--- config.mk ---
export PLATFORM = sky130hd
export DESIGN_NAME = srfd_format
export DESIGN_NICKNAME = d
export VERILOG_FILES = /design/src/hw/rtl/srfd_pkg.sv /design/src/hw/rtl/srfd_format.sv
export SDC_FILE = /design/constraint.sdc
export NUM_CORES = 1
export LEC_CHECK = 0
export ABC_AREA = 1
export BUFFER_PORTS_ARGS = -buffer_cell sky130_fd_sc_hd__clkbuf_2
export CAP_MARGIN = 20
export CORE_ASPECT_RATIO = 0.9
export CORE_UTILIZATION = 28
export CTS_CLUSTER_SIZE = 24
export DETAILED_ROUTE_END_ITERATION = 8
export MAX_ROUTING_LAYER = met4
export PLACE_DENSITY = 0.59
export SLEW_MARGIN = 40
export SYNTH_ARGS = -nofsm -noshare
export SYNTH_HDL_FRONTEND = slang
export SYNTH_SLANG_ARGS = --single-unit
--- constraint.sdc ---
create_clock -name clk -period 4.99 [get_ports clk]
set_clock_uncertainty 0.15 [all_clocks]
set_input_delay 0.499 -clock clk [delete_from_list [all_inputs] [get_ports clk]]
set_output_delay 0.499 -clock clk [all_outputs]
set_load 0.02 [all_outputs]
--- src/hw/rtl/srfd_pkg.sv ---
// Shared types and constants for the sprite row fetch and decode block.
// Holds the beat structs of both channels and the stage-to-stage structs.
// No dependencies.
`timescale 1ns / 1ps

package srfd_pkg;

	localparam int GFX_AW    = 12;
	localparam int GFX_DEPTH = 1 << GFX_AW;

	// Configuration register indexes.
	localparam logic CFG_COLOR_STACK = 1'b0;
	localparam logic CFG_HDELAY      = 1'b1;

	localparam logic ACTION_WRITE = 1'b0;
	localparam logic ACTION_EVAL  = 1'b1;

	localparam logic [11:0] CARD_MASK      = 12'h0ff8;
	localparam logic [11:0] YRES_CARD_MASK = 12'hff0;
	localparam logic [11:0] FGBG_CARD_MASK = 12'h9f8;
	localparam logic [7:0]  X_LIMIT        = 8'd167;
	localparam logic [6:0]  Y_LIMIT        = 7'd104;
	localparam logic [6:0]  LINE_LIMIT     = 7'd104;

	typedef struct packed {
		logic        action;
		logic [11:0] gfx_address;
		logic [7:0]  gfx_data;
		logic [13:0] pos_word;
		logic [13:0] vert_word;
		logic [13:0] attr_word;
		logic [2:0]  sprite_index;
		logic [6:0]  line_number;
	} sprite_item_t;

	typedef struct packed {
		logic       on_line;
		logic [8:0] start_x;
		logic [7:0] upper_bits;
		logic [7:0] lower_bits;
		logic       wide;
		logic [3:0] color_index;
		logic       shown;
		logic       interacts;
		logic       behind_cards;
		logic [7:0] collision_mask;
	} result_item_t;

	// Sprite attributes that ride along with the row fetch.
	typedef struct packed {
		logic       draw;
		logic       flip_x;
		logic [8:0] start_x;
		logic       wide;
		logic [3:0] color_index;
		logic       shown;
		logic       interacts;
		logic       behind_cards;
		logic [2:0] sprite_index;
	} sprite_meta_t;

	typedef struct packed {
		logic              is_write;
		logic [GFX_AW-1:0] gfx_address;
		logic [7:0]        gfx_data;
		logic [11:0]       card;
		logic [3:0]        row;
		logic              flip_y;
		logic              size0;
		sprite_meta_t      meta;
	} decode_t;

	typedef struct packed {
		sprite_meta_t meta;
		logic [7:0]   upper;
		logic [7:0]   lower;
	} fetch_t;

endpackage

--- src/hw/rtl/srfd_format.sv ---
// Third stage: horizontal flip, collision bit and output register.
// Depends on srfd_pkg.
`timescale 1ns / 1ps

module srfd_format (
	input  logic                     clk,
	input  logic                     arst_n,
	input  logic                     valid_in,
	input  srfd_pkg::fetch_t         fet,
	input  logic                     ready_next,
	output logic                     ready,
	output logic                     valid_s3,
	output srfd_pkg::result_item_t   res_s3
);

	srfd_pkg::result_item_t res;

	function automatic logic [7:0] flip_byte(input logic [7:0] v);
		logic [7:0] r;
		for (int b = 0; b < 8; b++) begin
			r[b] = v[7-b];
		end
		return r;
	endfunction

	assign ready = !valid_s3 || ready_next;

	always_comb begin
		res = '0;
		// Writes and undrawn sprites give an all-zero beat.
		if (fet.meta.draw) begin
			res.on_line        = 1'b1;
			res.start_x        = fet.meta.start_x;
			res.upper_bits     = fet.meta.flip_x ? flip_byte(fet.upper) : fet.upper;
			res.lower_bits     = fet.meta.flip_x ? flip_byte(fet.lower) : fet.lower;
			res.wide           = fet.meta.wide;
			res.color_index    = fet.meta.color_index;
			res.shown          = fet.meta.shown;
			res.interacts      = fet.meta.interacts;
			res.behind_cards   = fet.meta.behind_cards;
			res.collision_mask = 8'd1 << fet.meta.sprite_index;
		end
	end

	always_ff @(posedge clk or negedge arst_n) begin
		if (!arst_n) begin
			valid_s3 <= 1'b0;
		end else if (ready) begin
			valid_s3 <= valid_in;
		end
	end

	always_ff @(posedge clk) begin
		if (ready && valid_in) begin
			res_s3 <= res;
		end
	end

endmodule

==> flow_summary_export.csv <==
group,metric,value,unit
floorplan,start_util,29.6,%
clock_tree,clock_sinks,43,
clock_tree,clock_latency,0.28,ns
detailed_routing,first_iter_violations,33,
min_path,min_delay_path_depth,3,
placement,dpl.hpwl,2470,µm
status,status,"finished, final reports clean",
layout,final_cell_mix,"85 x clkbuf_2, 57 x nand2_1, 42 x edfxtp_1",
synth,synth-seq-cells,43,
global_routing,antenna_found_initial,0,
synth,synth_area_per_cell,10.0,µm²
min_path,hp-start,"valid_in",
min_path,min_path_type,"input port to register",
sta,fin_crit_sh,32.6,%
power,totalPowerFinal,741,µW
power,p_leak,1.30,nW
detailed_routing,routedWlPerCell,9.37,µm
placement,place.gp.congestion,0.708,
global_routing,grt.overflow.total,0,
placement,io_buffers,85,
clock_tree,postCtsHoldBufs,1,
layout,multiInputGateArea,380,µm²
detailed_routing,vias,1373,
floorplan,io_pins,86,
critical_path,slowest_stage,"dfrtp_1",
synth,synth_area,0.00186,mm²
clock_tree,cts_resized,0,
global_routing,grt_usage,10.3,%
power,peakVddDrop,0.0836,mV
layout,diodes,0,
synth,yosysWarnings,0,
layout,fillCellCount,656,
clock_tree,cts_tree,"yes",
global_routing,first_global_vias,1227,
critical_path,max_stage_delay,0.43,ns
global_routing,grt_pass1_wl,5170,µm
detailed_routing,via_per_inst,3.80,
sta,finalHoldViolations,0,
layout,area_growth_syn_to_layout,31.2,%
critical_path,r2r-start,"valid_s3",
critical_path,crit_required,4.34,ns
sta,rsz0062_at_grt,"false",
clock_tree,cts-root-buf,"clkbuf_8",
critical_path,crit_arrival,0.98,ns
detailed_routing,drtAntennaViolNets,0,
sta,fin_hold_ws,0.292,ns
min_path,worstHoldEndpoint,"valid_s3",
detailed_routing,first_pass_iters,4,
synth,ys_seq_area_share,69.1,%
sta,finalSetupViolCount,0,
floorplan,dieWidth,88.0,µm
floorplan,rows,27,
layout,fin_cells,361,
sta,tns,0,ns
critical_path,worstPathMaxFanout,3,
sta,drv_slew,0,
critical_path,r2r_cells,2,
detailed_routing,drcViolationCount,0,
layout,layout_commonest_cell,"clkbuf_2",
floorplan,die_area,0.00698,mm²
sta,period_minus_slack,1.63,ns
sta,worst_slew_margin_rel,53.8,%
critical_path,start_kind,"register",
critical_path,crit_type,"register to output port",
run,drv_cap,0,
floorplan,coreArea,0.00628,mm²
floorplan,die_h,79.4,µm
clock_tree,path_clk_slew,0.07,ns
synth,synth.distinct_cells,8,
clock_tree,clk_path_buf_depth,2,
clock_tree,cts_max_level,2,
synth,synthCells,186,
critical_path,rrSetupSlack,3.44,ns
layout,final_nets,315,
placement,dp_cells,352,
critical_path,timing.rr.end,"res_s3[16]",
critical_path,worstPathCellList,"nand2_1 > clkbuf_2",
clock_tree,cts_setup_buffers,0,
clock_tree,cts_inserted_buffers,5,
layout,regArea,0.00129,mm²
synth,synth.net_count,228,
layout,drive_gt1_share,33.9,%
sta,worst_slew_pin_slew,0.692,ns
global_routing,grt_max_degree,43,
sta,clock.fmax,615,MHz
critical_path,worst_setup_path_end_kind,"output port",
detailed_routing,drt-total-wl,3380,µm
power,powerDensity,303,mW/mm²
==> cells in the mapped netlist (all sizes together) <==
cell	count	share of area [%]
nor2	40	8.1
inv	38	7.7
edfxtp	42	68
nand2	57	11
buf	7	3.4
a21oi	1	0.27
dfrtp	1	1.3
==> logic make-up (layout without fill, tap and decap cells) <==
group	Yosys count	count (layout)	synth area share, %
AND/OR/NAND/NOR	97	97	19.6
buffers and inverters	45	133	11.1
flip-flops	43	43	69.1
AO/OA/AOI/OAI	1	1	0.269
==> final cells by class <==
type	count	share of cell area, %
clock inverter	1	0.205
clock buffer	7	3.13
sequential	43	52.7
multi-input combinational	98	15.6
timing repair buffer	87	18.1
inverter	38	5.84
tap	87	4.46
==> registers in the layout (all words and copies together), names as in the netlist <==
register / count
res_s3: 42
valid_s3: 1
==> through the flow <==
step / instance area [µm²] / utilization (%) / worst slack, ns
2_1_floorplan: 1860 / - / 1.79
3_3_place_gp: 2350 / 37.4 / 3.25
3_5_place_dp: 2350 / 37.4 / 3.24
4_1_cts: 2440 / 38.9 / 3.35
5_1_grt: 2440 / 38.9 / 3.31
6_report: 2440 / 38.9 / 3.36
==> layer usage <==
layer	GRT usage [%]	share of wire [%]	wire length, µm	vias to the layer above
met5	-	0	0	-
met4	4.59	1.7	57	0
met3	3.74	7.1	239	6
met2	17.3	48	1620	48
met1	10.9	43	1470	587
li1	-	-	-	732
==> where the power goes <==
group | internal [mW] | leakage (nW) | switching, mW
Combinational | 0.0366 | 0.835 | 0.0703
Sequential | 0.422 | 0.424 | 0.00617
Clock | 0.0982 | 0.0422 | 0.108
Total | 0.557 | 1.30 | 0.184
==> worst max path at each step <==
stage	startpoint	end	slack, ns	cells past startpoint
6_report	valid_s3	ready	3.36	2
3_5_place_dp	ready_next	res_s3[5]	3.24	4
2_1_floorplan	valid_in	res_s3[0]	1.79	2
5_1_grt	valid_s3	ready	3.31	2
3_3_place_gp	ready_next	res_s3[5]	3.25	4
4_1_cts	valid_s3	ready	3.35	2
==> worst max-delay path: cells and delay by family (launching register included) <==
| family | cells | cell delay [ns] |
|---|---|---|
| simple gates | 1 | 0.10 |
| flops | 1 | 0.43 |
| buf+inv | 1 | 0.17 |
Note: power is estimated with default switching activity, not from simulation.
