$ cat config.mk
export PLATFORM = sky130hd
export DESIGN_NAME = srfd_decode
export DESIGN_NICKNAME = d
export VERILOG_FILES = /design/src/hw/rtl/srfd_pkg.sv /design/src/hw/rtl/srfd_decode.sv
export SDC_FILE = /design/constraint.sdc
export NUM_CORES = 1
export LEC_CHECK = 0
export BUFFER_PORTS_ARGS = -buffer_cell sky130_fd_sc_hd__buf_2
export CELL_PAD_IN_SITES_DETAIL_PLACEMENT = 1
export CELL_PAD_IN_SITES_GLOBAL_PLACEMENT = 2
export CORE_ASPECT_RATIO = 0.7
export CORE_MARGIN = 1
export CORE_UTILIZATION = 28
export CTS_CLUSTER_SIZE = 12
export DETAILED_ROUTE_END_ITERATION = 12
export PLACE_DENSITY_LB_ADDON = 0.1
export SETUP_SLACK_MARGIN = 0.02
export SYNTH_ARGS = -nofsm -noshare
export SYNTH_HDL_FRONTEND = slang
export SYNTH_SLANG_ARGS = --single-unit
$ cat constraint.sdc
create_clock -name clk -period 3.1 [get_ports clk]
set_input_delay 0.155 -clock clk [delete_from_list [all_inputs] [get_ports clk]]
set_output_delay 0.155 -clock clk [all_outputs]
set_load 0.01 [all_outputs]
$ cat src/hw/rtl/srfd_pkg.sv
// Shared types and constants for the sprite row fetch and decode block.
// Holds the beat structs of both channels and the stage-to-stage structs.
// No dependencies.
`timescale 1ns / 1ps

package srfd_pkg;

	localparam int GFX_AW    = 12;
	localparam int GFX_DEPTH = 1 << GFX_AW;

	// Configuration register indexes.
	localparam logic CFG_COLOR_STACK = 1'b0;
	localparam logic CFG_HDELAY      = 1'b1;

	localparam logic ACTION_WRITE = 1'b0;
	localparam logic ACTION_EVAL  = 1'b1;

	localparam logic [11:0] CARD_MASK      = 12'h0ff8;
	localparam logic [11:0] YRES_CARD_MASK = 12'hff0;
	localparam logic [11:0] FGBG_CARD_MASK = 12'h9f8;
	localparam logic [7:0]  X_LIMIT        = 8'd167;
	localparam logic [6:0]  Y_LIMIT        = 7'd104;
	localparam logic [6:0]  LINE_LIMIT     = 7'd104;

	typedef struct packed {
		logic        action;
		logic [11:0] gfx_address;
		logic [7:0]  gfx_data;
		logic [13:0] pos_word;
		logic [13:0] vert_word;
		logic [13:0] attr_word;
		logic [2:0]  sprite_index;
		logic [6:0]  line_number;
	} sprite_item_t;

	typedef struct packed {
		logic       on_line;
		logic [8:0] start_x;
		logic [7:0] upper_bits;
		logic [7:0] lower_bits;
		logic       wide;
		logic [3:0] color_index;
		logic       shown;
		logic       interacts;
		logic       behind_cards;
		logic [7:0] collision_mask;
	} result_item_t;

	// Sprite attributes that ride along with the row fetch.
	typedef struct packed {
		logic       draw;
		logic       flip_x;
		logic [8:0] start_x;
		logic       wide;
		logic [3:0] color_index;
		logic       shown;
		logic       interacts;
		logic       behind_cards;
		logic [2:0] sprite_index;
	} sprite_meta_t;

	typedef struct packed {
		logic              is_write;
		logic [GFX_AW-1:0] gfx_address;
		logic [7:0]        gfx_data;
		logic [11:0]       card;
		logic [3:0]        row;
		logic              flip_y;
		logic              size0;
		sprite_meta_t      meta;
	} decode_t;

	typedef struct packed {
		sprite_meta_t meta;
		logic [7:0]   upper;
		logic [7:0]   lower;
	} fetch_t;

endpackage

$ cat src/hw/rtl/srfd_decode.sv
// First stage: disable rules, card limit, height check and row selection.
// Depends on srfd_pkg.
`timescale 1ns / 1ps

module srfd_decode (
	input  logic                   clk,
	input  logic                   arst_n,
	input  logic                   valid_in,
	input  srfd_pkg::sprite_item_t item,
	input  logic                   color_stack_mode,
	input  logic [2:0]             horizontal_delay,
	input  logic                   ready_next,
	output logic                   ready,
	output logic                   valid_s1,
	output srfd_pkg::decode_t      dec_s1
);

	logic [7:0]  pos_x;
	logic [6:0]  pos_y;
	logic        yres;
	logic [1:0]  size;
	logic [6:0]  height;
	logic [6:0]  offset;
	logic        enable;
	logic        covers;
	logic [3:0]  row_raw;
	logic [11:0] card;
	logic [8:0]  x_sum;
	srfd_pkg::decode_t dec;

	assign ready = !valid_s1 || ready_next;

	always_comb begin
		pos_x  = item.pos_word[7:0];
		pos_y  = item.vert_word[6:0];
		yres   = item.vert_word[7];
		size   = item.vert_word[9:8];
		height = 7'd4 << ({1'b0, size} + {2'b00, yres});
		offset = item.line_number - pos_y;
		enable = (item.line_number <= srfd_pkg::LINE_LIMIT) && (pos_x != 8'd0)
			&& (pos_x < srfd_pkg::X_LIMIT) && (item.pos_word[9:8] != 2'b00)
			&& (pos_y < srfd_pkg::Y_LIMIT);
		covers = (item.line_number >= pos_y) && (offset < height);

		// Size zero shows each graphics row pair as one line step of two rows.
		if (size == 2'd0) begin
			row_raw = {offset[2:0], 1'b0};
		end else begin
			row_raw = 4'(offset >> (size - 2'd1));
		end

		card = item.attr_word[11:0] & srfd_pkg::CARD_MASK;
		if (yres) begin
			card = card & srfd_pkg::YRES_CARD_MASK;
		end
		if (!color_stack_mode || item.attr_word[11]) begin
			card = card & srfd_pkg::FGBG_CARD_MASK;
		end

		x_sum = 9'(pos_x) + 9'(horizontal_delay);

		dec.is_write    = (item.action == srfd_pkg::ACTION_WRITE);
		dec.gfx_address = item.gfx_address;
		dec.gfx_data    = item.gfx_data;
		dec.card        = card;
		dec.flip_y      = item.vert_word[11];
		dec.row         = item.vert_word[11] ? ({yres, 3'b111} - row_raw) : row_raw;
		dec.size0       = (size == 2'd0);
		dec.meta.draw   = (item.action == srfd_pkg::ACTION_EVAL) && enable && covers;
		dec.meta.flip_x       = item.vert_word[10];
		dec.meta.start_x      = {x_sum[7:0], 1'b0};
		dec.meta.wide         = item.pos_word[10];
		dec.meta.color_index  = {item.attr_word[12], item.attr_word[2:0]};
		dec.meta.shown        = item.pos_word[9];
		dec.meta.interacts    = item.pos_word[8];
		dec.meta.behind_cards = item.attr_word[13];
		dec.meta.sprite_index = item.sprite_index;
	end

	always_ff @(posedge clk or negedge arst_n) begin
		if (!arst_n) begin
			valid_s1 <= 1'b0;
		end else if (ready) begin
			valid_s1 <= valid_in;
		end
	end

	always_ff @(posedge clk) begin
		if (ready && valid_in) begin
			dec_s1 <= dec;
		end
	end

endmodule

==> results.toml, run 1 <==
[floorplanning]
die_w_um = 122
row_count = 30
die_area_sq_um = 10500
coreArea_sq_um = 9760
io_pins = 144
initial_utilization_pct = 29.1
die_h_um = 86.2

[hold_path]
hold_depth = 1
hold-path-endpoint = "dec_s1[53]"
min_from = "item[65]"
hold_path.class = "input port to register"

[placement]
dp_hpwl_mm = 5.49
dpl_cell_area_sq_um = 3640
gp_congestion = 0.692
io_buffer_count = 134

[worst_setup_path]
reg2reg_from = "valid_s1"
max_stage_delay_ns = 0.43
ff2ff_path_depth = 3
reg2reg_to = "dec_s1[18]"
critPathBufInv = 3
r2r_setup_slack_ns = 1.49
worst-path-max-fanout = 5
cp_cell_sequence = "buf_2 > inv_1 > ha_1 > inv_1 > fa_1 > xor2_1 > ha_1 > o21a_1 > o21a_1 > o21ai_0 > nand2b_1 > a221oi_1"
critPathTopFamily = "adder cells"
cp.arrival_ns = 2.58
crit_type = "input port to register"
critical_path.slowest_cell = "fa_1"
critPathLaunchType = "input port"
cp-end-kind = "register"
required_ns = 3.23

[sta]
relSlewSlack_pct = 50.8
max_freq_ghz = 0.407
final_hold_viol_count = 0
fin_tns_setup_ns = 0
final_max_slew_viol_count = 0
min_period_ns = 2.45
rsz0062_at_grt = "false"
worstMarginPinSlew_ns = 0.737
skew_ns = 0.00533
setup_viol = 0
period_share_pct = 79.2

[finish]
area_growth_pct = 48.5
final_common_cell = "buf_2"
antennaDiodeCount = 0
final_area_sq_um = 4210
fin_util_pct = 43.1
drive_gt1_share_pct = 41.8
nFillCells = 1083
layout_common_cells = "buf_2, edfxtp_1, dlygate4sd3_1"
fin_nets = 476

[synthesis]
synth_fa_ha_area_share_pct = 9.36
ys_seq_area_share_pct = 61.3
synthCells = 202
synth_top_family_by_area = "adder cells"
syn_area_sq_um = 2840
synth.area.mux_share_pct = 2.65
synthXorXnorAreaFrac_pct = 4.32
synth_simple_gate_area_share_pct = 9.05
synth-seq-cells = 58
synth_cell_types = 51
synth_edf_count = 57
async_flop_share_pct = 1.72
synth_ff_type = "edfxtp_1"
syn_area_per_cell_sq_um = 14.0
yosys_warnings = 0
synth_compound_area_share_pct = 8.96

[global_route]
grt_overflow_total = 0
grt_usage_pct = 14.5
grt_pass1_vias = 2311
grt_max_degree = 58
antenna_found_initial = 0
grt_pass1_wl_mm = 11.5

[clock_tree]
cts_buffer_depth = 2
clockRootBuffer = "clkbuf_16"
clkSinkCount = 58
cts.clk_slew.worst_paths_ns = 0.05
clock_latency_ns = 0.32
cts_tree = "built"
numCtsBuffers = 9
htree_levels = 3
cts-resized-gates = 0

[detailed_routing]
drtIter0Drc = 75
wl_mm = 7.28
drc = 0
via_per_inst = 4.38
wl_per_cell_um = 14.3
ant_nets = 0
vias = 2225
dr.pass1.iters = 4

[run_status]
outcome = "finished, final reports clean"

[power_and_ir_drop]
clock_power_share_pct = 38.9
worst_ir_drop_vdd_mv = 0.315
p_seq_share_pct = 42.6
switchingPower_mw = 0.548
combPwrFrac_pct = 18.5
power.leakage_nw = 1.86
switching_share_pct = 24.9
p_int_mw = 1.66
power_density_nw_per_um2 = 524

[job]
drv_cap = 0
[stage by stage]
stage | std cells | setup slack [ns] | power, mW | hold slack [ns]
after global placement | 461 | 0.340 | 1.33 | -0.0690
after detailed placement | 461 | 0.292 | 1.34 | -0.0691
after floorplan | 205 | 0.729 | 1.19 | -0.141
after CTS | 507 | 0.627 | 2.24 | 0.000550
final | 508 | 0.646 | 2.20 | 0.0159
after global routing | 508 | 0.371 | 2.32 | 0.00195
[power by group through the flow]
| stage | Clock [mW] | Sequential [mW] | Combinational, mW |
|---|---|---|---|
| floorplan | 0 | 0.984 | 0.202 |
| global route | 0.913 | 0.945 | 0.458 |
| global placement | 0 | 0.952 | 0.379 |
| CTS | 0.890 | 0.940 | 0.413 |
| finish | 0.857 | 0.939 | 0.407 |
| detailed placement | 0 | 0.955 | 0.382 |
[per-layer routing]
layer	global-route usage, %	vias up	share of wire (%)
li1	-	1101	-
met1	18.4	1037	45
met2	22.8	78	45
met3	6.38	9	8.4
met4	3.33	0	0.96
met5	0	-	0
[Yosys cell counts, types with 2 or more instances]
cell type  count  share of area (%)
or3_1          2               0.44
nand4_1        3               0.66
ha_1          18                7.9
nor4_1         4               0.88
a21oi_1        5               0.88
o21ai_0        6                1.1
nor3_1         3               0.53
and3_1         3               0.66
xnor2_1        8                2.5
a21o_1         4                1.1
buf_4          4                1.1
nor2b_1        5                1.1
nand2_1        8                1.1
nor2_1         5               0.66
xor2_1         6                1.9
nand2b_1       3               0.66
o21a_1         2               0.53
fa_1           2                1.4
edfxtp_1      57                 60
a311oi_1       2               0.62
nand3_1        2               0.35
inv_1         19                2.5
and3b_1        2               0.62
and2_1         2               0.44
[final cells by class]
type / instances / area, sq um / share of cell area (%)
flip-flops and latches: 58 / 1740 / 41.3
multi-input cells: 121 / 990 / 23.5
repair buffers: 166 / 988 / 23.5
clock buffers: 10 / 229 / 5.44
well taps: 128 / 160 / 3.81
inverters: 19 / 71.3 / 1.69
clock inverters: 6 / 33.8 / 0.803
[flip-flops by register name (all words and copies together) (netlist names)]
| signal | cells |
|---|---|
| dec_s1 | 57 |
| valid_s1 | 1 |
[what timing repair did]
item	in CTS	in global routing
buffers inserted	0	0
endpoints found under the hold margin	30	1
hold buffers	30	1
[kinds of logic after synthesis]
family,after synthesis
flip-flops,58
AND/OR/NAND/NOR,45
other,1
AO/OA/AOI/OAI,34
buffers and inverters,26
adder cells (fa/ha/maj),20
multiplexers,4
XOR/XNOR,14
[how the worst max path moves through the flow]
stage / startpoint / to / slack [ns] / depth (start not counted)
after CTS: item[0] / dec_s1[21] / 0.63 / 12
after detailed placement: item[0] / dec_s1[21] / 0.29 / 12
after global routing: item[0] / dec_s1[21] / 0.37 / 12
after global placement: item[0] / dec_s1[21] / 0.34 / 12
final: item[0] / dec_s1[21] / 0.65 / 12
after floorplan: valid_s1 / dec_s1[0] / 0.73 / 2
Note: power is estimated with default switching activity, not from simulation.
==> run 2: changes to the inputs <==
Clock period 3.1 ns to 2.35 ns, I/O delays scaled along.
==> run 2 against run 1 <==
- routed wire length rose by 7.2%
- clock power rose by 59%
- die area did not move
- clock-buffer cell count did not move
- clock skew fell by 0.0017 ns
- first-iteration DRC count rose by 9.3%
- critical path type unchanged
==> results.toml, run 2 (synthesis results as in run 1) <==
[floorplanning]
coreArea_sq_um = 9760
die_w_um = 122
die_area_sq_um = 10500
initial_utilization_pct = 29.1
row_count = 30
io_pins = 144
die_h_um = 86.2

[worst_setup_path]
worst-path-max-fanout = 3
reg2reg_to = "dec_s1[19]"
crit_type = "input port to register"
startpoint = "item[0]"
critPathLaunchType = "input port"
ff2ff_path_depth = 3
cp.arrival_ns = 2.31
r2r_setup_slack_ns = 0.80
required_ns = 2.50
reg2reg_from = "valid_s1"
cp-end-kind = "register"

[global_route]
gr-usage-met1_pct = 19.8
grt_pass1_vias = 2416
grt_util_met3_pct = 5.53
gr-max-usage-layer = "met2"
grt_pass1_wl_mm = 12.2
antenna_found_initial = 0
grtUsageMet2_pct = 24.3
grt_usage_pct = 15.5
grt_overflow_total = 0
grt_max_degree = 42

[hold_path]
hold_depth = 1
hold-path-endpoint = "dec_s1[23]"
min_from = "item[35]"
hold_path.class = "input port to register"

[finish]
fin_nets = 503
stdcell_count = 535
seq_area_sq_um = 1740
largestRegisters = "dec_s1 x57, valid_s1 x1"
antennaDiodeCount = 0
largest_reg_flops = 57
nFillCells = 1087
drive_gt1_share_pct = 44.5
multi_input_area_sq_um = 1010
fin_util_pct = 46.2
final_common_cell = "buf_2"
layout_common_cells = "buf_2, edfxtp_1, dlygate4sd3_1"
area_growth_pct = 59.1
final_area_sq_um = 4510
regMostFlops = "dec_s1"

[sta]
setup_viol = 0
min_period_ns = 2.16
skew_ns = 0.00360
rsz0062_at_grt = "false"
holdWs_ns = 0.0749
max_freq_ghz = 0.462
period_share_pct = 92.1
fin_tns_setup_ns = 0
final_hold_viol_count = 0
final_max_slew_viol_count = 0
worst_slack_ns = 0.186

[detailed_routing]
via_per_inst = 4.35
ant_nets = 0
wl_mm = 7.80
drtIter0Drc = 82
wl_per_cell_um = 14.6
dr.pass1.iters = 4
drc = 0
vias = 2329

[placement]
gp_congestion = 0.725
pre_cts_ws_ns = -0.263
dp_hpwl_mm = 5.67
io_buffer_count = 134
dp.cells = 479
dpl_cell_area_sq_um = 3780

[clock_tree]
cts_tree = "built"
clock_latency_ns = 0.32
clockRootBuffer = "clkbuf_16"
clkSinkCount = 58
cts_buffer_depth = 2
cts.clk_slew.worst_paths_ns = 0.05
htree_levels = 3
numCtsBuffers = 9

[power_and_ir_drop]
power_density_nw_per_um2 = 710
worst_ir_drop_vdd_mv = 0.461
report.power.total_mw = 3.20
power.leakage_nw = 2.01

[job]
drv_cap = 0

[run_status]
outcome = "finished, final reports clean"
-- run 2: worst max path at each step --
stage                 end  slack, ns  cells past startpoint
2_1_floorplan  dec_s1[25]       0.07                     10
3_3_place_gp   dec_s1[21]      -0.16                     12
3_5_place_dp   dec_s1[21]      -0.26                     12
4_1_cts        dec_s1[21]       0.06                     12
5_1_grt        dec_s1[21]       0.02                     12
6_report       dec_s1[21]       0.19                     12
-- run 2: layer usage --
metal  share of wire [%]  vias to the layer above  routed length, um
met5                   0                        -                  0
met4                 1.4                        0                112
met3                 7.3                       14                566
met2                  45                       79               3510
met1                  46                     1083               3610
li1                    -                     1153                  -
-- run 2: report_power, final --
group          internal, mW  switching [mW]
sequential             1.22          0.0145
combinational         0.308           0.301
clock                 0.919           0.436
total                  2.45           0.752
-- run 2: worst max-delay path, cell delays in order --
cell      delay, ns
buf_2          0.10
inv_1          0.05
ha_2           0.19
inv_1          0.07
fa_2           0.37
xor2_1         0.23
ha_1           0.27
o21a_1         0.17
o21a_1         0.15
o21ai_0        0.17
nand2b_1       0.13
a221oi_2       0.29
-- run 2: final cells by class --
| cell class | count | area share, % |
|---|---|---|
| inverters | 19 | 1.58 |
| clock inverters | 6 | 1.80 |
| clock buffers | 10 | 5.07 |
| repair buffers | 193 | 27.2 |
| flip-flops and latches | 58 | 38.5 |
| well taps | 128 | 3.55 |
| multi-input cells | 121 | 22.3 |
-- run 2: what timing repair did --
item / 4_1_cts / 5_1_grt
buffers inserted: 0 / 0
hold endpoints to repair: 40 / 0
resized for setup: 0 / 4
hold buffers: 40 / 0
endpoints found under the setup margin: 0 / 2
